==> config.mk <==
export PLATFORM = sky130hd
export DESIGN_NAME = float32_to_decimal_text_top
export DESIGN_NICKNAME = d
export VERILOG_FILES = /design/src/sv/f2t_pkg.sv /design/src/sv/float32_to_decimal_text_top.sv /design/src/sv/f2t_bcd_cell.sv /design/src/sv/f2t_bcd_chain.sv
export VERILOG_INCLUDE_DIRS = /design/src /design/src/sv
export SDC_FILE = /design/constraint.sdc
export NUM_CORES = 1
export LEC_CHECK = 0
export BUFFER_PORTS_ARGS = -buffer_cell sky130_fd_sc_hd__buf_2
export CAP_MARGIN = 40
export CELL_PAD_IN_SITES_DETAIL_PLACEMENT = 1
export CELL_PAD_IN_SITES_GLOBAL_PLACEMENT = 1
export CORE_MARGIN = 1
export CORE_UTILIZATION = 51
export CTS_CLUSTER_DIAMETER = 60
export DETAILED_ROUTE_END_ITERATION = 10
export PLACE_DENSITY = 0.83
export SKIP_CTS_REPAIR_TIMING = 1
export SLEW_MARGIN = 20
export SYNTH_ARGS = -nofsm -noshare
export SYNTH_HDL_FRONTEND = slang
export SYNTH_SLANG_ARGS = --single-unit
==> constraint.sdc <==
create_clock -name aclk -period 8.05 [get_ports aclk]
set_input_delay 0.4025 -clock aclk [delete_from_list [all_inputs] [get_ports aclk]]
set_output_delay 0.4025 -clock aclk [all_outputs]
set_load 0.03 [all_outputs]
==> src/sv/assert_macros.svh <==
// Assertion macros for the RTL of the float32 to decimal text block.
// No dependencies; include by bare file name.
`ifndef ASSERT_MACROS_SVH
`define ASSERT_MACROS_SVH
`ifndef ASSERT_OFF
`define ASSERT_CLK(lbl, clk, rstn, prop) \
    lbl: assert property (@(posedge clk) disable iff (!rstn) prop) \
        else $error("assertion failed");
`define ASSERT_NEVER(lbl, clk, rstn, cond) \
    lbl: assert property (@(posedge clk) disable iff (!rstn) !(cond)) \
        else $error("forbidden condition seen");
`else
`define ASSERT_CLK(lbl, clk, rstn, prop)
`define ASSERT_NEVER(lbl, clk, rstn, cond)
`endif
`endif

==> src/sv/f2t_pkg.sv <==
// Package for the float32 to decimal text block: types, codes, constants.
// No dependencies.
package f2t_pkg;

    localparam int FracDigitsDef = 6;
    localparam int IntDigits     = 10;
    localparam int IntW          = 32;
    localparam int MantW         = 23;
    localparam int SigW          = 24;
    localparam int LenW          = 5;
    localparam logic [7:0] ExpAllOnes = 8'd255;
    localparam logic [7:0] ExpBias    = 8'd127;
    localparam logic [7:0] ExpTooBig  = 8'd159;
    localparam logic [7:0] CapReset   = 8'd20;

    typedef enum logic [1:0] {
        STAT_OK        = 2'd0,
        STAT_NO_ROOM   = 2'd1,
        STAT_TOO_LARGE = 2'd2
    } status_t;

    typedef enum logic [2:0] {
        KIND_INF, KIND_NAN, KIND_ZERO, KIND_NUM, KIND_BIG
    } kind_t;

    typedef enum logic [2:0] {
        ST_IDLE, ST_MUL, ST_SHIFT, ST_CONV, ST_COUNT, ST_CHECK, ST_EMIT
    } state_t;

    function automatic logic [63:0] pow10(input int n);
        logic [63:0] p;
        p = 64'd1;
        for (int i = 0; i < n; i++) begin
            p = p * 64'd10;
        end
        return p;
    endfunction

endpackage

==> src/sv/float32_to_decimal_text_top.sv <==
// Sequence: specials go from accept to the length check, then emit; finite numbers
// multiply, shift, run the bits through the BCD cell rows, count digits, check length.
// Output: one character beat per cycle while the receiver keeps m_ready high, one word
// at a time: no new word is accepted until the last beat of the current word is issued.
// Reset (aresetn low, synchronous): idle, no output beat, capacity 20.
// Depends on f2t_pkg, f2t_bcd_chain, f2t_bcd_cell and assert_macros.svh.
`include "assert_macros.svh"
module float32_to_decimal_text_top #(
    parameter int FRACTION_DIGITS = f2t_pkg::FracDigitsDef
) (
    input  logic        aclk,
    input  logic        aresetn,
    input  logic        cfg_wr_en,
    input  logic [7:0]  cfg_wr_data,
    input  logic        s_valid,
    output logic        s_ready,
    input  logic [31:0] s_float_bits,
    output logic        m_valid,
    input  logic        m_ready,
    output logic [7:0]  m_text_char,
    output logic        m_last_char,
    output logic [1:0]  m_status
);
    localparam logic [63:0] Pow10 = f2t_pkg::pow10(FRACTION_DIGITS);
    localparam int P10W  = $clog2(Pow10 + 64'd1);
    localparam int ProdW = f2t_pkg::SigW + P10W;
    localparam int FIdxW = (FRACTION_DIGITS > 1) ? $clog2(FRACTION_DIGITS) : 1;
    localparam int LenW  = f2t_pkg::LenW;
    localparam int IntW  = f2t_pkg::IntW;

    f2t_pkg::state_t  state_reg, state_next;
    f2t_pkg::kind_t   kind_reg;
    f2t_pkg::status_t stat_reg, stat_next;
    logic             neg_reg;
    logic [IntW-1:0]  int_sh_reg;
    logic [IntW-1:0]  frac_sh_reg;
    logic [f2t_pkg::SigW-1:0] fnum_reg;
    logic [7:0]       fshift_reg;
    logic [ProdW-1:0] prod_reg;
    logic [4:0]       cnt_reg, cnt_next;
    logic [3:0]       nd_reg, nd_next;
    logic [LenW-1:0]  len_reg, len_next;
    logic [LenW-1:0]  pos_reg, pos_next;
    logic [7:0]       cap_reg;
    logic             m_valid_reg, m_valid_next;
    logic [7:0]       m_text_char_reg, m_text_char_next;
    logic             m_last_char_reg, m_last_char_next;
    logic [1:0]       m_status_reg, m_status_next;

    logic [3:0] int_dig  [f2t_pkg::IntDigits];
    logic [3:0] frac_dig [FRACTION_DIGITS];

    logic             accept;
    logic             slot_free;
    logic [22:0]      in_mant;
    logic [7:0]       in_expo;
    logic [f2t_pkg::SigW-1:0] in_sig;
    logic [54:0]      scaled;
    logic [ProdW-1:0] shifted;
    logic [LenW-1:0]  int_idx, frac_idx;
    logic [7:0]       ch;
    logic             out_stat_beat;
    logic             emit_text_beat;

    assign s_ready     = (state_reg == f2t_pkg::ST_IDLE);
    assign accept      = s_valid && s_ready;
    assign slot_free   = !m_valid_reg || m_ready;
    assign m_valid     = m_valid_reg;
    assign m_text_char = m_text_char_reg;
    assign m_last_char = m_last_char_reg;
    assign m_status    = m_status_reg;

    assign in_mant = s_float_bits[22:0];
    assign in_expo = s_float_bits[30:23];
    assign in_sig  = {(in_expo != 8'd0), in_mant};
    assign scaled  = {31'd0, in_sig} << in_expo[4:0] - f2t_pkg::ExpBias[4:0];
    assign shifted = prod_reg >> fshift_reg;

    // capacity register: write it only while no word is in flight
    always_ff @(posedge aclk) begin
        if (!aresetn) begin
            cap_reg <= f2t_pkg::CapReset;
        end else if (cfg_wr_en) begin
            cap_reg <= cfg_wr_data;
        end
    end

    // Datapath: decode on accept, then multiply, scale down, feed the cell rows
    always_ff @(posedge aclk) begin
        if (accept) begin
            neg_reg <= s_float_bits[31];
            if (in_expo == f2t_pkg::ExpAllOnes && in_mant == 23'd0) begin
                kind_reg <= f2t_pkg::KIND_INF;
            end else if (in_expo == f2t_pkg::ExpAllOnes) begin
                kind_reg <= f2t_pkg::KIND_NAN;
            end else if (in_expo == 8'd0 && in_mant == 23'd0) begin
                kind_reg <= f2t_pkg::KIND_ZERO;
            end else if (in_expo >= f2t_pkg::ExpTooBig) begin
                kind_reg <= f2t_pkg::KIND_BIG;
            end else begin
                kind_reg <= f2t_pkg::KIND_NUM;
            end
            if (in_expo >= f2t_pkg::ExpBias) begin
                int_sh_reg <= scaled[54:23];
                fnum_reg   <= {1'b0, scaled[22:0]};
                fshift_reg <= 8'd23;
            end else begin
                // negative exponent: all of it is fraction, shift further right
                int_sh_reg <= '0;
                fnum_reg   <= in_sig;
                fshift_reg <= 8'd23 + ((in_expo == 8'd0) ? 8'd126
                                                         : f2t_pkg::ExpBias - in_expo);
            end
        end else if (state_reg == f2t_pkg::ST_MUL) begin
            prod_reg <= ProdW'(fnum_reg) * ProdW'(Pow10[P10W-1:0]);
        end else if (state_reg == f2t_pkg::ST_SHIFT) begin
            frac_sh_reg <= IntW'(shifted[P10W-1:0]);
        end else if (state_reg == f2t_pkg::ST_CONV) begin
            // advance both bit streams, MSB first
            int_sh_reg  <= {int_sh_reg[IntW-2:0], 1'b0};
            frac_sh_reg <= {frac_sh_reg[IntW-2:0], 1'b0};
        end
    end

    f2t_bcd_chain #(.N(f2t_pkg::IntDigits)) u_int_chain (
        .aclk   (aclk),
        .clear  (state_reg == f2t_pkg::ST_SHIFT),
        .shift  (state_reg == f2t_pkg::ST_CONV),
        .bit_in (int_sh_reg[IntW-1]),
        .digits (int_dig)
    );

    f2t_bcd_chain #(.N(FRACTION_DIGITS)) u_frac_chain (
        .aclk   (aclk),
        .clear  (state_reg == f2t_pkg::ST_SHIFT),
        .shift  (state_reg == f2t_pkg::ST_CONV),
        .bit_in (frac_sh_reg[IntW-1]),
        .digits (frac_dig)
    );

    // Character at the current position
    assign int_idx  = LenW'(nd_reg) - pos_reg;
    assign frac_idx = LenW'(FRACTION_DIGITS) + LenW'(nd_reg) + LenW'(1) - pos_reg;

    always_comb begin
        ch = 8'h00;
        case (kind_reg)
            f2t_pkg::KIND_INF: begin
                case (pos_reg)
                    LenW'(0): ch = neg_reg ? "-" : "+";
                    LenW'(1): ch = "i";
                    LenW'(2): ch = "n";
                    default:  ch = "f";
                endcase
            end
            f2t_pkg::KIND_NAN: begin
                ch = (pos_reg == LenW'(1)) ? "a" : "N";
            end
            f2t_pkg::KIND_ZERO: begin
                ch = (pos_reg == LenW'(0)) ? (neg_reg ? "-" : "+") : "0";
            end
            f2t_pkg::KIND_NUM: begin
                if (pos_reg == LenW'(0)) begin
                    ch = neg_reg ? "-" : "+";
                end else if (pos_reg <= LenW'(nd_reg)) begin
                    ch = 8'h30 + {4'd0, int_dig[int_idx[3:0]]};
                end else if (pos_reg == LenW'(nd_reg) + LenW'(1)) begin
                    ch = ".";
                end else begin
                    ch = 8'h30 + {4'd0, frac_dig[frac_idx[FIdxW-1:0]]};
                end
            end
            default: ch = 8'h00;
        endcase
    end

    // Control: sequencer and output register
    always_comb begin
        state_next       = state_reg;
        stat_next        = stat_reg;
        cnt_next         = cnt_reg;
        nd_next          = nd_reg;
        len_next         = len_reg;
        pos_next         = pos_reg;
        m_valid_next     = m_valid_reg && !m_ready;
        m_text_char_next = m_text_char_reg;
        m_last_char_next = m_last_char_reg;
        m_status_next    = m_status_reg;
        case (state_reg)
            f2t_pkg::ST_IDLE: begin
                if (accept) begin
                    if (in_expo == f2t_pkg::ExpAllOnes || in_expo >= f2t_pkg::ExpTooBig
                        || (in_expo == 8'd0 && in_mant == 23'd0)) begin
                        state_next = f2t_pkg::ST_CHECK;
                    end else begin
                        state_next = f2t_pkg::ST_MUL;
                    end
                end
            end
            f2t_pkg::ST_MUL:   state_next = f2t_pkg::ST_SHIFT;
            f2t_pkg::ST_SHIFT: begin
                cnt_next   = 5'd0;
                state_next = f2t_pkg::ST_CONV;
            end
            f2t_pkg::ST_CONV: begin
                cnt_next = cnt_reg + 5'd1;
                if (cnt_reg == 5'd31) begin
                    state_next = f2t_pkg::ST_COUNT;
                end
            end
            f2t_pkg::ST_COUNT: begin
                // highest nonzero integer digit; at least one digit is printed
                nd_next = 4'd1;
                for (int i = 1; i < f2t_pkg::IntDigits; i++) begin
                    if (int_dig[i] != 4'd0) begin
                        nd_next = 4'(i + 1);
                    end
                end
                state_next = f2t_pkg::ST_CHECK;
            end
            f2t_pkg::ST_CHECK: begin
                case (kind_reg)
                    f2t_pkg::KIND_INF:  len_next = LenW'(4);
                    f2t_pkg::KIND_NAN:  len_next = LenW'(3);
                    f2t_pkg::KIND_ZERO: len_next = LenW'(2);
                    default: len_next = LenW'(2 + FRACTION_DIGITS) + LenW'(nd_reg);
                endcase
                if (kind_reg == f2t_pkg::KIND_BIG) begin
                    stat_next = f2t_pkg::STAT_TOO_LARGE;
                end else if (8'(len_next) >= cap_reg) begin
                    stat_next = f2t_pkg::STAT_NO_ROOM;
                end else begin
                    stat_next = f2t_pkg::STAT_OK;
                end
                pos_next   = '0;
                state_next = f2t_pkg::ST_EMIT;
            end
            f2t_pkg::ST_EMIT: begin
                if (slot_free) begin
                    m_valid_next = 1'b1;
                    if (stat_reg != f2t_pkg::STAT_OK) begin
                        // single status beat, no text
                        m_text_char_next = 8'h00;
                        m_last_char_next = 1'b1;
                        m_status_next    = stat_reg;
                        state_next       = f2t_pkg::ST_IDLE;
                    end else begin
                        m_text_char_next = ch;
                        m_last_char_next = (pos_reg == len_reg - LenW'(1));
                        m_status_next    = f2t_pkg::STAT_OK;
                        pos_next         = pos_reg + LenW'(1);
                        if (pos_reg == len_reg - LenW'(1)) begin
                            state_next = f2t_pkg::ST_IDLE;
                        end
                    end
                end
            end
            default: state_next = f2t_pkg::ST_IDLE;
        endcase
    end

    always_ff @(posedge aclk) begin
        if (!aresetn) begin
            state_reg   <= f2t_pkg::ST_IDLE;
            m_valid_reg <= 1'b0;
            stat_reg    <= f2t_pkg::STAT_OK;
            cnt_reg     <= '0;
            nd_reg      <= 4'd1;
            len_reg     <= '0;
            pos_reg     <= '0;
        end else begin
            state_reg   <= state_next;
            m_valid_reg <= m_valid_next;
            stat_reg    <= stat_next;
            cnt_reg     <= cnt_next;
            nd_reg      <= nd_next;
            len_reg     <= len_next;
            pos_reg     <= pos_next;
        end
    end

    always_ff @(posedge aclk) begin
        m_text_char_reg <= m_text_char_next;
        m_last_char_reg <= m_last_char_next;
        m_status_reg    <= m_status_next;
    end

    // Qualifiers for the checks below
    assign out_stat_beat  = m_valid && (m_status != f2t_pkg::STAT_OK);
    assign emit_text_beat = (state_reg == f2t_pkg::ST_EMIT) && (stat_reg == f2t_pkg::STAT_OK);

    `ASSERT_CLK(a_stat_last, aclk, aresetn, out_stat_beat |-> m_last_char)
    `ASSERT_CLK(a_stat_zero, aclk, aresetn, out_stat_beat |-> (m_text_char == 8'h00))
    `ASSERT_NEVER(a_emit_busy, aclk, aresetn, s_ready && state_reg == f2t_pkg::ST_EMIT)
    `ASSERT_CLK(a_pos_bound, aclk, aresetn, emit_text_beat |-> (pos_reg < len_reg))
endmodule

==> src/sv/f2t_bcd_cell.sv <==
// One decimal digit cell of the shift-and-add-3 binary to BCD converter.
// Depends on nothing; chained by f2t_bcd_chain.
module f2t_bcd_cell (
    input  logic       aclk,
    input  logic       clear,
    input  logic       shift,
    input  logic       bit_in,
    output logic       carry_out,
    output logic [3:0] digit
);
    logic [3:0] digit_reg;
    logic [3:0] adj;

    // add 3 before doubling when the digit would overflow past 9
    assign adj       = (digit_reg >= 4'd5) ? digit_reg + 4'd3 : digit_reg;
    assign carry_out = adj[3];
    assign digit     = digit_reg;

    always_ff @(posedge aclk) begin
        if (clear) begin
            digit_reg <= 4'd0;
        end else if (shift) begin
            digit_reg <= {adj[2:0], bit_in};
        end
    end
endmodule

==> src/sv/f2t_bcd_chain.sv <==
// Row of BCD cells; one binary bit enters at cell 0 each shift cycle.
// Depends on f2t_bcd_cell.
module f2t_bcd_chain #(
    parameter int N = 10
) (
    input  logic       aclk,
    input  logic       clear,
    input  logic       shift,
    input  logic       bit_in,
    output logic [3:0] digits [N]
);
    logic [N:0] carry;

    assign carry[0] = bit_in;

    for (genvar i = 0; i < N; i++) begin : g_cell
        f2t_bcd_cell u_cell (
            .aclk      (aclk),
            .clear     (clear),
            .shift     (shift),
            .bit_in    (carry[i]),
            .carry_out (carry[i+1]),
            .digit     (digits[i])
        );
    end
endmodule

==> metrics.md <==
| Metric | Value |
|---|---|
| Outcome | `finished, final reports clean` |
| Synth Instances | `2125` |
| DR WL/cell | `21.7 um` |
| Die height | `203 um` |
| Largest net degree at the start of global routing | `73` |
| Inserted Diodes | `0` |
| Number of CTS-inserted buffers | `31` |
| Total GRT Usage | `28.6%` |
| Syn nets | `2451` |
| Total wire length | `58300 um` |
| Fin nets | `2459` |
| Slew @ Worst Pin | `0.837 ns` |
| Vias per cell | `6.06` |
| Initial antenna violation count | `2` |
| Synth unique cells | `90` |
| Placed cell area | `21300 um2` |
| Minimum clock period | `6.11 ns` |
| Final non-filler cell area | `22400 um2` |
| Number of global-route vias before repair | `17700` |
| Commonest non-fill, non-tap cell in the layout | `nand2_1` |
| RSZ-0062 raised after global routing | `false` |
| CP endpoint kind | `flip-flop` |
| CP Data Required Time | `8.49 ns` |
| Routed via count | `16300` |
| TritonCTS clock tree | `done` |
| Final ANT Viol Nets | `0` |
| CTS HTree Levels | `1` |
| Main synth FF type | `edfxtp_1` |
| Critical path origin | `fnum_reg[10]$_DFFE_PP_` |
| Hold Crit Start | `cfg_wr_data[2]` |
| Final-layout fill cell count | `4437` |
| EDFF count, synth | `148` |
| Die width | `203 um` |
| CORE AREA | `39700 um2` |
| Fraction of layout cells with a size suffix above 1 | `10.7%` |
| Sum Neg Setup Slack | `0 ns` |
| Synthesized area per cell | `9.69 um2` |
| Clock Tree Buf Depth | `3` |
| GR Overflow Total | `0` |
| First-pass GRT wire length | `94300 um` |
| Number of flip-flops in the largest register | `40` |
| Arrival time worst endpoint | `6.55 ns` |
| Mapped cell area | `20600 um2` |
| P&R area growth vs syn | `8.82%` |
| Initial DRC count | `967` |
| Total of max-cap violations | `0` |
| Placer Congestion | `0.943` |
| Post-synthesis sequential element count | `245` |
| CP max FO | `5` |
| Final Cycle Share | `75.9%` |
| Footprint of the multi-input gates | `13000 um2` |
| Slew HR | `43.6%` |
| Final core utilization | `56.4%` |
| Clk_lat worst skew | `0.59 ns` |
| Critical path type | `flip-flop to flip-flop` |
| Slew Viols, Final | `0` |
| P_leak | `9.25 nW` |
| Most frequent cells in the layout | `nand2_1 (216), inv_1 (201), ha_1 (184)` |
| Sequential fraction of the synthesis area | `31.0%` |
| Final hold violations | `0` |
| TritonCTS Sinks | `245` |
| Standard-cell rows | `73` |
| Synth warnings | `0` |
| Die ar. | `41200 um2` |
| Detailed-route DRC error count | `0` |
| I/O Pins | `58` |
| Worst r2r src | `fnum_reg[10]$_DFFE_PP_` |
| 1st-pass router iterations | `5` |
| IO buf count | `56` |
| Clock Pin Slew Worst Setup and Hold Paths | `0.06 ns` |
| Setup crit start kind | `flip-flop` |
| Initial Utilization | `51.8%` |
| R2R cell count | `18` |
| Worst vdd ir | `0.000423 V` |
| Clk root buf | `clkbuf_16` |
| DPL Wire Length | `44100 um` |
| Async set-reset flop share out of synthesis | `0%` |
| Setup Skew | `0.0208 ns` |
| PwrDens | `502 nW/um2` |
| HP Class | `primary input to flip-flop` |
| Hold path depth | `3` |
| Register Area | `6390 um2` |
| Setup violations, final | `0` |
| Max Clock Freq | `164 MHz` |
-- through the flow --
stage | instances | worst slack [ns] | power, mW | hold WS (ns)
finish | 2683 | 1.94 | 11.3 | 0.0380
global route | 2683 | 1.62 | 12.2 | 0.0315
CTS | 2680 | 1.98 | 11.3 | -0.0248
detailed placement | 2622 | 1.99 | 9.75 | 0.455
global placement | 2619 | 2.21 | 9.15 | 0.452
floorplan | 2125 | 2.47 | 7.79 | 0.437
-- power by group --
| group | total (mW) | internal (mW) | switching [mW] |
|---|---|---|---|
| combinational | 7.73 | 3.11 | 4.62 |
| sequential | 2.09 | 1.92 | 0.175 |
| clock | 1.43 | 0.843 | 0.588 |
-- layout make-up --
| class | instances | share of cell area, % |
|---|---|---|
| clock buffers | 33 | 3.50 |
| repair buffers | 85 | 2.42 |
| flip-flops and latches | 245 | 28.5 |
| clock inverters | 25 | 1.20 |
| well taps | 525 | 2.93 |
| inverters | 203 | 3.40 |
| multi-input cells | 1567 | 58.0 |
-- synth_stat cells (42+ instances only) --
cell / n / area (um2)
edfxtp_1: 148 / 4440
inv_1: 201 / 754
mux2i_1: 79 / 791
nand2_1: 217 / 815
a21oi_1: 141 / 706
mux4_2: 53 / 1190
ha_1: 184 / 2300
nor2_1: 123 / 462
clkbuf_1: 66 / 248
xor2_1: 42 / 368
dfxtp_1: 97 / 1940
o21ai_0: 137 / 686
xnor2_1: 43 / 377
fa_1: 97 / 1940
-- worst max-delay path, stage by stage (launching register included) --
cell and delay (ns):
edfxtp_1 0.51, inv_1 0.27, fa_1 0.50, fa_1 0.55, inv_1 0.06, fa_1 0.56, fa_1 0.43, ha_1 0.30
inv_1 0.05, fa_1 0.50, inv_1 0.04, ha_1 0.36, a21o_1 0.18, a21o_1 0.17, a211o_1 0.30, a221oi_2 0.32
o21ai_2 0.15, a2111oi_0 0.53, a311o_1 0.18
-- path summary, 6_finish.rpt --
check                           slack, ns                                                   to
worst max register to register       1.94                               prod_reg[39]$_DFFE_PP_
worst min-delay path                 0.04                              cap_reg[2]$_SDFFE_PN1P_
worst min register to register       0.48  u_frac_chain.g_cell[0].u_cell.digit[0]$_SDFFE_PP0P_
worst max-delay path                 1.94                               prod_reg[39]$_DFFE_PP_
-- kinds of logic (layout without fill, tap and decap cells) --
kind of cell    count (synthesis)  after routing  share of synthesized area [%]
fa+ha+maj                     281            281                           20.6
mux                           142            142                           10.2
compound gates                505            505                           15.8
flops                         245            245                           31.0
buf+inv                       313            346                           6.02
xor+xnor                       85             85                           3.62
other cells                     1              1                         0.0182
simple gates                  553            553                           12.7
-- metal layers --
layer	track usage, %	up-vias	wire, um
met1	34.4	8121	24100
met3	3.87	144	2200
li1	-	7606	-
met4	12.2	4	2390
met5	0	-	23
met2	51.0	378	29700
No activity file was read; power rests on OpenSTA's default activity.
